<file path="src/rtl/tcpb_pkg.sv">
// ----------------------------------------------------------------------------
// tcpb_pkg
// Types, register map, mode codes and channel arithmetic for the texture
// combine pixel bake unit.
// ----------------------------------------------------------------------------
package tcpb_pkg;

  localparam int unsigned AddrW  = 5;
  localparam int unsigned IdxLsb = 2;
  localparam int unsigned DataW  = 32;
  localparam int unsigned NumCh  = 4;
  localparam int unsigned ChA    = 0;

  localparam logic [31:0] MaterialReset = 32'hFFFF_FFFF;

  typedef logic [7:0]  chan_t;
  typedef logic [15:0] msum_t;
  typedef logic [NumCh-1:0][7:0] pix_t;

  typedef struct packed {
    logic [7:0] tex_r;
    logic [7:0] tex_g;
    logic [7:0] tex_b;
    logic [7:0] tex_a;
  } in_word_t;

  typedef struct packed {
    logic [7:0] out_r;
    logic [7:0] out_g;
    logic [7:0] out_b;
    logic [7:0] out_a;
  } out_word_t;

  typedef struct packed {
    logic [31:0] material_color;
    logic [3:0]  color_map;
    logic [3:0]  alpha_map;
    logic [7:0]  blend_factor;
    logic [1:0]  tev_enable;
    logic [31:0] tev_base;
    logic [31:0] tev_const;
    logic [3:0]  tev_scale;
  } cfg_t;

  localparam cfg_t CfgReset = '{
    material_color: MaterialReset,
    color_map:      4'd0,
    alpha_map:      4'd0,
    blend_factor:   8'd0,
    tev_enable:     2'd0,
    tev_base:       32'd0,
    tev_const:      32'd0,
    tev_scale:      4'd0
  };

  typedef enum logic [2:0] {
    REG_MATERIAL_COLOR,
    REG_COLOR_MAP,
    REG_ALPHA_MAP,
    REG_BLEND_FACTOR,
    REG_TEV_ENABLE,
    REG_TEV_BASE,
    REG_TEV_CONST,
    REG_TEV_SCALE
  } reg_idx_t;

  localparam logic [3:0] CMAP_PASS       = 4'd0;
  localparam logic [3:0] CMAP_ALPHA_MASK = 4'd1;
  localparam logic [3:0] CMAP_RGB_MASK   = 4'd2;
  localparam logic [3:0] CMAP_BLEND      = 4'd3;
  localparam logic [3:0] CMAP_MODULATE   = 4'd4;
  localparam logic [3:0] CMAP_REPLACE    = 4'd5;
  localparam logic [3:0] CMAP_PASS_ALT   = 4'd6;
  localparam logic [3:0] CMAP_ADD        = 4'd7;
  localparam logic [3:0] CMAP_SUB        = 4'd8;

  localparam logic [3:0] AMAP_PASS       = 4'd0;
  localparam logic [3:0] AMAP_MASK       = 4'd1;
  localparam logic [3:0] AMAP_BLEND      = 4'd2;
  localparam logic [3:0] AMAP_MODULATE   = 4'd3;
  localparam logic [3:0] AMAP_REPLACE    = 4'd4;
  localparam logic [3:0] AMAP_PASS_ALT   = 4'd5;
  localparam logic [3:0] AMAP_ADD        = 4'd6;
  localparam logic [3:0] AMAP_SUB        = 4'd7;

  localparam logic [1:0] SCALE_X1   = 2'd0;
  localparam logic [1:0] SCALE_X2   = 2'd1;
  localparam logic [1:0] SCALE_X4   = 2'd2;
  localparam logic [1:0] SCALE_HALF = 2'd3;

  // a*(255-c) + b*c + 127, at most 65152
  function automatic msum_t mix_sum(chan_t a, chan_t b, chan_t c);
    msum_t pa;
    msum_t pb;
    pa = {8'd0, a} * {8'd0, ~c};
    pb = {8'd0, b} * {8'd0, c};
    return pa + pb + 16'd127;
  endfunction

  // exact floor(x / 255) for x below 65280
  function automatic chan_t div255(msum_t x);
    logic [16:0] t;
    t = {1'b0, x} + {9'd0, x[15:8]} + 17'd1;
    return t[15:8];
  endfunction

  function automatic chan_t scale8(chan_t v, logic [1:0] sel);
    logic [9:0] w;
    case (sel)
      SCALE_X2:   w = {1'b0, v, 1'b0};
      SCALE_X4:   w = {v, 2'b00};
      SCALE_HALF: w = {2'b00, 8'(({1'b0, v} + 9'd1) >> 1)};
      default:    w = {2'b00, v};
    endcase
    return (w > 10'd255) ? 8'hFF : w[7:0];
  endfunction

  function automatic chan_t sat_add(chan_t a, chan_t b);
    logic [8:0] s;
    s = {1'b0, a} + {1'b0, b};
    return s[8] ? 8'hFF : s[7:0];
  endfunction

  function automatic chan_t sat_sub(chan_t a, chan_t b);
    return (a > b) ? (a - b) : 8'd0;
  endfunction

endpackage

</file>
<file path="src/rtl/texture_combine_pixel_bake_unit.sv">
// ----------------------------------------------------------------------------
// texture_combine_pixel_bake_unit
// Per-texel combiner stage and material color/alpha map, four-stage pipeline.
//
//   channel   ports                        word
//   input     in_valid/in_ready/in_data    one RGBA8 texel
//   result    out_valid/out_ready/out_data one RGBA8 pixel
//   config    APB psel..pready             one 32-bit register
//
// One word per cycle sustained while out_ready stays high; out_valid rises once
// an accepted word has passed the stage 1 to stage 4 registers in order.
// Stages: combiner products, divide/scale/select, map products, divide/select.
// Each stage holds only when the stage after it is full and holding.
// Reset (rst_n low, synchronous) empties the pipeline and loads register
// reset values.
// ----------------------------------------------------------------------------
module texture_combine_pixel_bake_unit (
  input  logic                          clk,
  input  logic                          rst_n,
  input  logic                          in_valid,
  output logic                          in_ready,
  input  tcpb_pkg::in_word_t            in_data,
  output logic                          out_valid,
  input  logic                          out_ready,
  output tcpb_pkg::out_word_t           out_data,
  input  logic                          psel,
  input  logic                          penable,
  input  logic                          pwrite,
  input  logic [tcpb_pkg::AddrW-1:0]    paddr,
  input  logic [tcpb_pkg::DataW-1:0]    pwdata,
  output logic [tcpb_pkg::DataW-1:0]    prdata,
  output logic                          pready
);

  tcpb_pkg::cfg_t cfg;

  tcpb_regs u_regs (
    .clk     (clk),
    .rst_n   (rst_n),
    .psel    (psel),
    .penable (penable),
    .pwrite  (pwrite),
    .paddr   (paddr),
    .pwdata  (pwdata),
    .prdata  (prdata),
    .pready  (pready),
    .cfg     (cfg)
  );

  tcpb_pkg::pix_t mat;
  tcpb_pkg::pix_t base;
  tcpb_pkg::pix_t cnst;
  tcpb_pkg::pix_t tex;
  logic           bypass;

  assign mat  = cfg.material_color;
  assign base = cfg.tev_base;
  assign cnst = cfg.tev_const;
  assign tex  = in_data;

  always_comb begin
    bypass = (cfg.tev_enable == 2'd0) &&
             (cfg.color_map inside {tcpb_pkg::CMAP_MODULATE, tcpb_pkg::CMAP_REPLACE}) &&
             (cfg.alpha_map inside {tcpb_pkg::AMAP_MODULATE, tcpb_pkg::AMAP_REPLACE});
  end

  logic v1_r, v2_r, v3_r, v4_r;
  logic en1, en2, en3, en4;

  assign en4      = !v4_r || out_ready;
  assign en3      = !v3_r || en4;
  assign en2      = !v2_r || en3;
  assign en1      = !v1_r || en2;
  assign in_ready = en1;

  // stage 1: combiner products
  tcpb_pkg::pix_t                       tex1_r;
  tcpb_pkg::msum_t [tcpb_pkg::NumCh-1:0] csum1_r;
  tcpb_pkg::msum_t [tcpb_pkg::NumCh-1:0] csum1_nxt;

  always_comb begin
    for (int ch = 0; ch < tcpb_pkg::NumCh; ch++) begin
      csum1_nxt[ch] = tcpb_pkg::mix_sum(base[ch], cnst[ch], tex[ch]);
    end
  end

  // stage 2: divide, scale, select source
  tcpb_pkg::pix_t src2_r;
  tcpb_pkg::pix_t src2_nxt;

  always_comb begin
    for (int ch = 0; ch < tcpb_pkg::NumCh; ch++) begin
      if (ch == tcpb_pkg::ChA) begin
        src2_nxt[ch] = cfg.tev_enable[1] ?
          tcpb_pkg::scale8(tcpb_pkg::div255(csum1_r[ch]), cfg.tev_scale[3:2]) : tex1_r[ch];
      end else begin
        src2_nxt[ch] = cfg.tev_enable[0] ?
          tcpb_pkg::scale8(tcpb_pkg::div255(csum1_r[ch]), cfg.tev_scale[1:0]) : tex1_r[ch];
      end
    end
  end

  // stage 3: map products and direct results
  tcpb_pkg::pix_t                        src3_r;
  tcpb_pkg::pix_t                        dir3_r;
  tcpb_pkg::pix_t                        dir3_nxt;
  tcpb_pkg::msum_t [tcpb_pkg::NumCh-1:0] msum3_r;
  tcpb_pkg::msum_t [tcpb_pkg::NumCh-1:0] msum3_nxt;
  logic [tcpb_pkg::NumCh-1:0]            mix3_r;
  logic [tcpb_pkg::NumCh-1:0]            mix3_nxt;

  always_comb begin
    tcpb_pkg::chan_t ma;
    tcpb_pkg::chan_t mb;
    tcpb_pkg::chan_t mc;
    tcpb_pkg::chan_t s;
    for (int ch = 0; ch < tcpb_pkg::NumCh; ch++) begin
      s            = src2_r[ch];
      ma           = mat[ch];
      mb           = s;
      mc           = s;
      mix3_nxt[ch] = 1'b0;
      dir3_nxt[ch] = 8'd0;
      if (ch == tcpb_pkg::ChA) begin
        case (cfg.alpha_map)
          tcpb_pkg::AMAP_PASS, tcpb_pkg::AMAP_PASS_ALT: dir3_nxt[ch] = mat[ch];
          tcpb_pkg::AMAP_MASK:  mix3_nxt[ch] = 1'b1;
          tcpb_pkg::AMAP_BLEND: begin
            mix3_nxt[ch] = 1'b1;
            mc           = cfg.blend_factor;
          end
          tcpb_pkg::AMAP_MODULATE: begin
            mix3_nxt[ch] = 1'b1;
            ma           = 8'd0;
            mb           = mat[ch];
          end
          tcpb_pkg::AMAP_REPLACE: dir3_nxt[ch] = s;
          tcpb_pkg::AMAP_ADD:     dir3_nxt[ch] = tcpb_pkg::sat_add(mat[ch], s);
          tcpb_pkg::AMAP_SUB:     dir3_nxt[ch] = tcpb_pkg::sat_sub(mat[ch], s);
          default:                dir3_nxt[ch] = 8'd0;
        endcase
      end else begin
        case (cfg.color_map)
          tcpb_pkg::CMAP_PASS, tcpb_pkg::CMAP_PASS_ALT: dir3_nxt[ch] = mat[ch];
          tcpb_pkg::CMAP_ALPHA_MASK: begin
            mix3_nxt[ch] = 1'b1;
            mc           = src2_r[tcpb_pkg::ChA];
          end
          tcpb_pkg::CMAP_RGB_MASK: mix3_nxt[ch] = 1'b1;
          tcpb_pkg::CMAP_BLEND: begin
            mix3_nxt[ch] = 1'b1;
            mc           = cfg.blend_factor;
          end
          tcpb_pkg::CMAP_MODULATE: begin
            mix3_nxt[ch] = 1'b1;
            ma           = 8'd0;
            mb           = mat[ch];
          end
          tcpb_pkg::CMAP_REPLACE: dir3_nxt[ch] = s;
          tcpb_pkg::CMAP_ADD:     dir3_nxt[ch] = tcpb_pkg::sat_add(mat[ch], s);
          tcpb_pkg::CMAP_SUB:     dir3_nxt[ch] = tcpb_pkg::sat_sub(mat[ch], s);
          default:                dir3_nxt[ch] = 8'd0;
        endcase
      end
      msum3_nxt[ch] = tcpb_pkg::mix_sum(ma, mb, mc);
    end
  end

  // stage 4: divide, final select
  tcpb_pkg::pix_t out4_r;
  tcpb_pkg::pix_t out4_nxt;

  always_comb begin
    for (int ch = 0; ch < tcpb_pkg::NumCh; ch++) begin
      if (bypass) begin
        out4_nxt[ch] = src3_r[ch];
      end else if (mix3_r[ch]) begin
        out4_nxt[ch] = tcpb_pkg::div255(msum3_r[ch]);
      end else begin
        out4_nxt[ch] = dir3_r[ch];
      end
    end
  end

  assign out_valid = v4_r;
  assign out_data  = out4_r;

  always_ff @(posedge clk) begin
    if (!rst_n) begin
      v1_r <= 1'b0;
      v2_r <= 1'b0;
      v3_r <= 1'b0;
      v4_r <= 1'b0;
    end else begin
      if (en1) v1_r <= in_valid;
      if (en2) v2_r <= v1_r;
      if (en3) v3_r <= v2_r;
      if (en4) v4_r <= v3_r;
    end
  end

  always_ff @(posedge clk) begin
    if (en1) begin
      tex1_r  <= tex;
      csum1_r <= csum1_nxt;
    end
    if (en2) begin
      src2_r <= src2_nxt;
    end
    if (en3) begin
      src3_r  <= src2_r;
      dir3_r  <= dir3_nxt;
      msum3_r <= msum3_nxt;
      mix3_r  <= mix3_nxt;
    end
    if (en4) begin
      out4_r <= out4_nxt;
    end
  end

endmodule

</file>
<file path="src/rtl/tcpb_regs.sv">
// ----------------------------------------------------------------------------
// tcpb_regs
// APB register file holding the combiner and material configuration.
// ----------------------------------------------------------------------------
module tcpb_regs (
  input  logic                          clk,
  input  logic                          rst_n,
  input  logic                          psel,
  input  logic                          penable,
  input  logic                          pwrite,
  input  logic [tcpb_pkg::AddrW-1:0]    paddr,
  input  logic [tcpb_pkg::DataW-1:0]    pwdata,
  output logic [tcpb_pkg::DataW-1:0]    prdata,
  output logic                          pready,
  output tcpb_pkg::cfg_t                cfg
);

  tcpb_pkg::cfg_t   cfg_r;
  tcpb_pkg::cfg_t   cfg_nxt;
  tcpb_pkg::reg_idx_t idx;
  logic             wr_en;

  assign pready = 1'b1;
  assign idx    = tcpb_pkg::reg_idx_t'(paddr[tcpb_pkg::AddrW-1:tcpb_pkg::IdxLsb]);
  assign wr_en  = psel & penable & pwrite & pready;
  assign cfg    = cfg_r;

  always_comb begin
    cfg_nxt = cfg_r;
    if (wr_en) begin
      case (idx)
        tcpb_pkg::REG_MATERIAL_COLOR: cfg_nxt.material_color = pwdata;
        tcpb_pkg::REG_COLOR_MAP:      cfg_nxt.color_map      = pwdata[3:0];
        tcpb_pkg::REG_ALPHA_MAP:      cfg_nxt.alpha_map      = pwdata[3:0];
        tcpb_pkg::REG_BLEND_FACTOR:   cfg_nxt.blend_factor   = pwdata[7:0];
        tcpb_pkg::REG_TEV_ENABLE:     cfg_nxt.tev_enable     = pwdata[1:0];
        tcpb_pkg::REG_TEV_BASE:       cfg_nxt.tev_base       = pwdata;
        tcpb_pkg::REG_TEV_CONST:      cfg_nxt.tev_const      = pwdata;
        tcpb_pkg::REG_TEV_SCALE:      cfg_nxt.tev_scale      = pwdata[3:0];
        default:                      cfg_nxt = cfg_r;
      endcase
    end
  end

  always_comb begin
    case (idx)
      tcpb_pkg::REG_MATERIAL_COLOR: prdata = cfg_r.material_color;
      tcpb_pkg::REG_COLOR_MAP:      prdata = {28'd0, cfg_r.color_map};
      tcpb_pkg::REG_ALPHA_MAP:      prdata = {28'd0, cfg_r.alpha_map};
      tcpb_pkg::REG_BLEND_FACTOR:   prdata = {24'd0, cfg_r.blend_factor};
      tcpb_pkg::REG_TEV_ENABLE:     prdata = {30'd0, cfg_r.tev_enable};
      tcpb_pkg::REG_TEV_BASE:       prdata = cfg_r.tev_base;
      tcpb_pkg::REG_TEV_CONST:      prdata = cfg_r.tev_const;
      tcpb_pkg::REG_TEV_SCALE:      prdata = {28'd0, cfg_r.tev_scale};
      default:                      prdata = '0;
    endcase
  end

  always_ff @(posedge clk) begin
    if (!rst_n) begin
      cfg_r <= tcpb_pkg::CfgReset;
    end else begin
      cfg_r <= cfg_nxt;
    end
  end

endmodule

</file>
<file path="config.mk">
export PLATFORM = sky130hd
export DESIGN_NAME = texture_combine_pixel_bake_unit
export DESIGN_NICKNAME = d
export VERILOG_FILES = /design/src/rtl/tcpb_pkg.sv /design/src/rtl/texture_combine_pixel_bake_unit.sv /design/src/rtl/tcpb_regs.sv
export SDC_FILE = /design/constraint.sdc
export NUM_CORES = 2
export LEC_CHECK = 0
export BUFFER_PORTS_ARGS = -buffer_cell sky130_fd_sc_hd__buf_2
export CORE_MARGIN = 2
export CORE_UTILIZATION = 50
export DETAILED_ROUTE_END_ITERATION = 12
export GPL_ROUTABILITY_DRIVEN = 0
export PLACE_DENSITY_LB_ADDON = 0.25
export SYNTH_ARGS = -nofsm -noshare
export SYNTH_HDL_FRONTEND = slang
export SYNTH_SLANG_ARGS = --single-unit
</file>
<file path="constraint.sdc">
create_clock -name clk -period 11.15 [get_ports clk]
set_input_delay 2.23 -clock clk [delete_from_list [all_inputs] [get_ports clk]]
set_output_delay 2.23 -clock clk [all_outputs]
set_load 0.05 [all_outputs]
</file>
After elaboration in Yosys (flattened, before gate mapping)
Index checks and enable logic that the tools add are counted.
Word-level totals
  register bits after elaboration: 412
Operators by class
  reduce and logical (&&, ||, !) cells: 28
  equality and inequality tests: 28
  $lt $le $gt $ge: 8
  bitwise operators: 10
  muxes and demuxes: 47
  $add $sub $neg: 44
  $mul: 16
Operators by type and width (number)
  $mux 8: 33
  $mul 8x8->16: 16
  $pmux 32 s8: 1
  $add 16x1->16 const B: 8
  $add 16x16->16: 8
  $add 16x7->16 const B: 8
  $add 16x8->16: 8
  $pmux 8 s4: 4
  $pmux 10 s3: 4
  $not 8->8: 8
  $pmux 8 s2: 3
  $gt 10x8->1 const B: 4
  $add 8x1->9 const B: 4
  $add 8x8->9: 4
  $eq 4x3->1 const B: 8
  $gt 8x8->1: 4
  $sub 8x8->8: 4
  $eq 4x2->1 const B: 4
  $reduce_and 2->1: 8
  $eq 3x3->1 const B: 4
  $eq 2x2->1 const B: 4
  $eq 4x1->1 const B: 2
  $logic_not 4->1: 2
  $eq 3x2->1 const B: 2
  14 further kinds: 26

Depth between registers and ports, before layout
  depth in word-level cells: 7
  mapped depth: 28
  gate-level depth less buffers: 25

Hierarchy
From an unflattened synthesis, not the netlist that was laid out.
Second synthesis, totals
  cells, all modules: 6200
  area total of the unflattened synthesis: 58108.2 um2
Modules (own cells, without submodules)
  texture_combine_pixel_bake_unit: cells each 5596, area an instance 52569.2 um2, times used 1, sequential area each 8788.4 um2
  tcpb_regs: cells each 604, area an instance 5539.1 um2, times used 1, sequential area each 2362.3 um2

Least setup slack after synthesis
Ideal clock, no wire load.
  path type: input to register
  start: in in_data[24] (netlist bit)
  end: reg csum1_r[62] (netlist bit), data pin
  slack: 3854 ps
  arrival time: 7030 ps
  cell stages on the path: 19
  cell sequence: clkbuf_1 -> nand2_1 -> fa_1 -> inv_1 -> fa_1 -> fa_1 -> inv_1 -> fa_1 -> fa_1 -> fa_1 -> inv_1 -> ha_1 -> a21oi_1 -> nor2b_1 -> o21a_1 -> nor3_1 -> o31ai_1 -> o41ai_1 -> xnor2_1
RTL lines
  from (decl): RTL line texture_combine_pixel_bake_unit.sv:22  | input tcpb_pkg::in_word_t in_data,
  to (signal assigned): RTL line texture_combine_pixel_bake_unit.sv:205  | csum1_r <= csum1_nxt;
  to (decl): RTL line texture_combine_pixel_bake_unit.sv:78  | tcpb_pkg::msum_t [tcpb_pkg::NumCh-1:0] csum1_r;

==> impl_metrics.py <==
metrics = {
    "yosys": {
        "yosysMostFrequentCell": "inv_1",
        "syn_nets": 7751,
        "netlist_area_sq_um": 58000,
        "netlist_instances": 6267,
        "yosysWarnings": 0,
        "yosys.area.top_type": "fa_1",
        "synth_top_area_share_pct": 28.7,
        "synth.area.top_cells": "fa_1 (29%), edfxtp_1 (15%), ha_1 (12%)",
        "synth_edf_count": 290,
        "ys_types": 85,
        "synth.avg_cell_area_sq_um": 9.26,
        "ys.flop_type": "edfxtp_1",
        "yosysSeqAreaShare_pct": 19.2,
        "ys_ff_latch": 412,
        "synth_commonest_cells": "inv_1 (1142), fa_1 (832), nand2_1 (716), ha_1 (576), nor2_1 (410)",
        "async_flop_share_pct": 0,
    },
    "timing": {
        "setup_viol": 0,
        "setup_tns_ns": 0,
        "worst_pin_slew_ns": 1.21,
        "slew-limit-headroom_pct": 18.2,
        "fmax_mhz": 129,
        "report.final.slew_viol_count": 0,
        "fin_hold_ws_ns": 0.495,
        "fin_crit_ns": 7.76,
        "rsz0062_at_grt": "no",
        "finalClockSkew_ns": 0.0557,
        "hold_violations": 0,
        "fin_crit_sh_pct": 69.6,
    },
    "pwr": {
        "p_per_area_nw_per_um2": 230,
        "vdd_drop_max_mv": 0.430,
        "p_leak_nw": 28.8,
    },
    "min_path": {
        "min-delay-start": "v2_r$_SDFFE_PN0P_",
        "hold_path_class": "reg2reg",
        "hold-path-endpoint": "v3_r$_SDFFE_PN0P_",
        "min_path_cells": 2,
    },
    "clock_network": {
        "cts-htree-levels": 2,
        "cts-root-buf": "clkbuf_16",
        "numCtsBuffers": 53,
        "clockBufferDepth": 3,
        "cts_resized": 0,
        "ctsHoldBuffers": 0,
        "cts_tree": "yes",
        "path_clk_slew_ns": 0.06,
        "clock-sinks": 412,
        "post_cts_buffers": 0,
        "worstSkewPairLatency_ns": 0.70,
    },
    "floorplanning": {
        "std_cell_rows": 124,
        "pin_count": 143,
        "die_h_microns": 345,
        "fp.dieArea_sq_um": 119000,
        "start_util_pct": 50.6,
        "die_width_microns": 345,
        "core_sq_um": 115000,
    },
    "critical_path": {
        "ff2ff_setup_slack_ns": 3.39,
        "rr_endpoint": "msum3_r[63]$_DFFE_PP_",
        "crit_path_max_fanout": 56,
        "worst-setup-path-type": "reg2reg",
        "required_ns": 11.55,
        "end_kind": "register",
        "cp-start-kind": "register",
        "rr_startpoint": "u_regs.cfg[82]$_SDFFE_PN0P_",
        "r2r_cells": 24,
        "crit_arrival_ns": 8.16,
    },
    "detailed_routing": {
        "routed.top_layer": "met5",
        "num_vias": 44000,
        "met3_length_microns": 12800,
        "drt-total-wl_microns": 157000,
        "met2_length_microns": 71700,
        "wl_met1_microns": 67800,
        "antenna_left": 0,
        "drt_iter0_drc": 4216,
        "post_drt_via_cell_ratio": 5.62,
        "wl_per_cell_microns": 20.1,
        "drc": 0,
        "firstDrtPassIters": 8,
    },
    "global_routing": {
        "grt_start_max_net_pins": 122,
        "grt_pass1_wl_microns": 250000,
        "track_usage_pct": 27.0,
        "antenna_found_initial": 20,
        "grt_pass1_vias": 44800,
        "gr-total-overflow": 0,
    },
    "cells_and_area": {
        "areaGrowthSynthToFinish_pct": 6.85,
        "final_nets": 7747,
        "final_area_sq_um": 62000,
        "drive_gt1_share_pct": 5.66,
    },
    "placement": {
        "place_area_sq_um": 60100,
        "portBuffers": 139,
        "dp_hpwl_microns": 123000,
    },
    "run_status": {
        "status": "finished, final reports clean",
    },
    "flow_run": {
        "cap_violations": 0,
    },
}
-- cell usage in the layout (no fill, tap or decap), types with 13 or more instances in the layout --
cell type     n
a21boi_0     67
or3_1        23
a222oi_1     14
and3_1       22
nand3_1     151
and2_1      131
ha_1        576
dfxtp_1     122
buf_4        47
nand4_1      21
or2_2        13
buf_2       138
xor2_1       58
o211ai_1     57
o21bai_1     42
mux2i_1      88
edfxtp_1    290
a21o_1       47
nand2b_1    149
a21oi_1     145
nor3b_1      13
fa_1        832
nor3_1       42
o21ai_0     121
o31ai_1      16
a31oi_1      26
mux2_2       24
a211oi_1     31
a22oi_1      24
o21a_1       50
xnor2_1     165
a22o_1       45
nor2b_1     163
o21ai_1      27
nand2_1     714
nor2_1      406
a221oi_1     13
inv_1      1142
clkbuf_16    55
-- per-stage QoR --
step	utilization [%]	setup WS, ns	instances	total power [mW]
2_1_floorplan	-	3.85	6267	10.4
3_3_place_gp	52.4	3.36	7720	12.1
3_5_place_dp	52.4	3.28	7720	12.4
4_1_cts	54.1	3.42	7820	14.3
5_1_grt	54.1	3.04	7824	15.8
6_report	54.1	3.39	7829	14.3
-- sequential cells by signal, summed over array words and instances, names as in the netlist, 2 cells and up --
register,flops
u_regs.cfg,118
csum1_r,64
msum3_r,64
dir3_r,32
out_data,32
src2_r,32
src3_r,32
tex1_r,32
mix3_r,2
-- worst max-delay path by stage --
stage,start,end,slack [ns],cells after the start
6_report,u_regs.cfg[82]$_SDFFE_PN0P_,msum3_r[63]$_DFFE_PP_,3.39,24
5_1_grt,u_regs.cfg[82]$_SDFFE_PN0P_,msum3_r[47]$_DFFE_PP_,3.04,23
3_5_place_dp,in_data[24],csum1_r[63]$_DFFE_PP_,3.28,19
2_1_floorplan,in_data[24],csum1_r[62]$_DFFE_PP_,3.85,19
4_1_cts,u_regs.cfg[82]$_SDFFE_PN0P_,msum3_r[47]$_DFFE_PP_,3.42,23
3_3_place_gp,in_data[24],csum1_r[62]$_DFFE_PP_,3.36,19
-- routing by layer --
metal  vias up  GRT usage, %
met5         -             0
met3       284          4.94
li1      20200             -
met1     21900          37.4
met2      1629          43.7
met4        14          7.38
-- critical path, stage by stage (launching register included) --
cell	delay [ns]
dfxtp_1	0.49
nand2b_1	0.19
nor2_4	0.10
buf_4	0.50
o211ai_1	0.63
o21ai_1	0.67
nor2_1	0.16
fa_1	0.55
inv_1	0.06
fa_1	0.52
inv_1	0.05
fa_1	0.52
fa_1	0.43
fa_1	0.49
inv_1	0.05
fa_1	0.47
inv_1	0.04
ha_1	0.32
nand2_1	0.08
nand2_1	0.05
a31oi_1	0.20
o21ai_0	0.18
o211ai_1	0.34
mux2i_1	0.23
nand4_1	0.12
-- area by class of cell --
cell class | instances | area [sq um]
Antenna cell | 9 | 22.5
Clock buffer | 67 | 1490
Clock inverter | 33 | 367
Fill cell | 10400 | 52600
Inverter | 1142 | 4290
Multi-Input combinational cell | 4468 | 41700
Sequential cell | 412 | 11200
Tap cell | 1512 | 1890
Timing Repair Buffer | 186 | 1060
-- where the power goes --
| part | switching [mW] | leakage [nW] | internal [mW] |
|---|---|---|---|
| Sequential | 0.182 | 3.91 | 2.42 |
| Combinational | 5.36 | 23.9 | 4.45 |
| Clock | 0.790 | 0.906 | 1.06 |
| Total | 6.33 | 28.8 | 7.93 |
-- kinds of logic after synthesis --
logic type	after synthesis	share of synthesized area [%]
muxes	116	2.14
AOI/OAI and AO/OA	829	9.87
and+or+nand+nor	1888	15.2
other	1	0.00646
DFF	412	19.2
adders and majority gates	1410	41.2
xor gates and xnor gates	224	3.39
buffers and inverters	1387	9.00
Power figures use the tool's default switching activity.
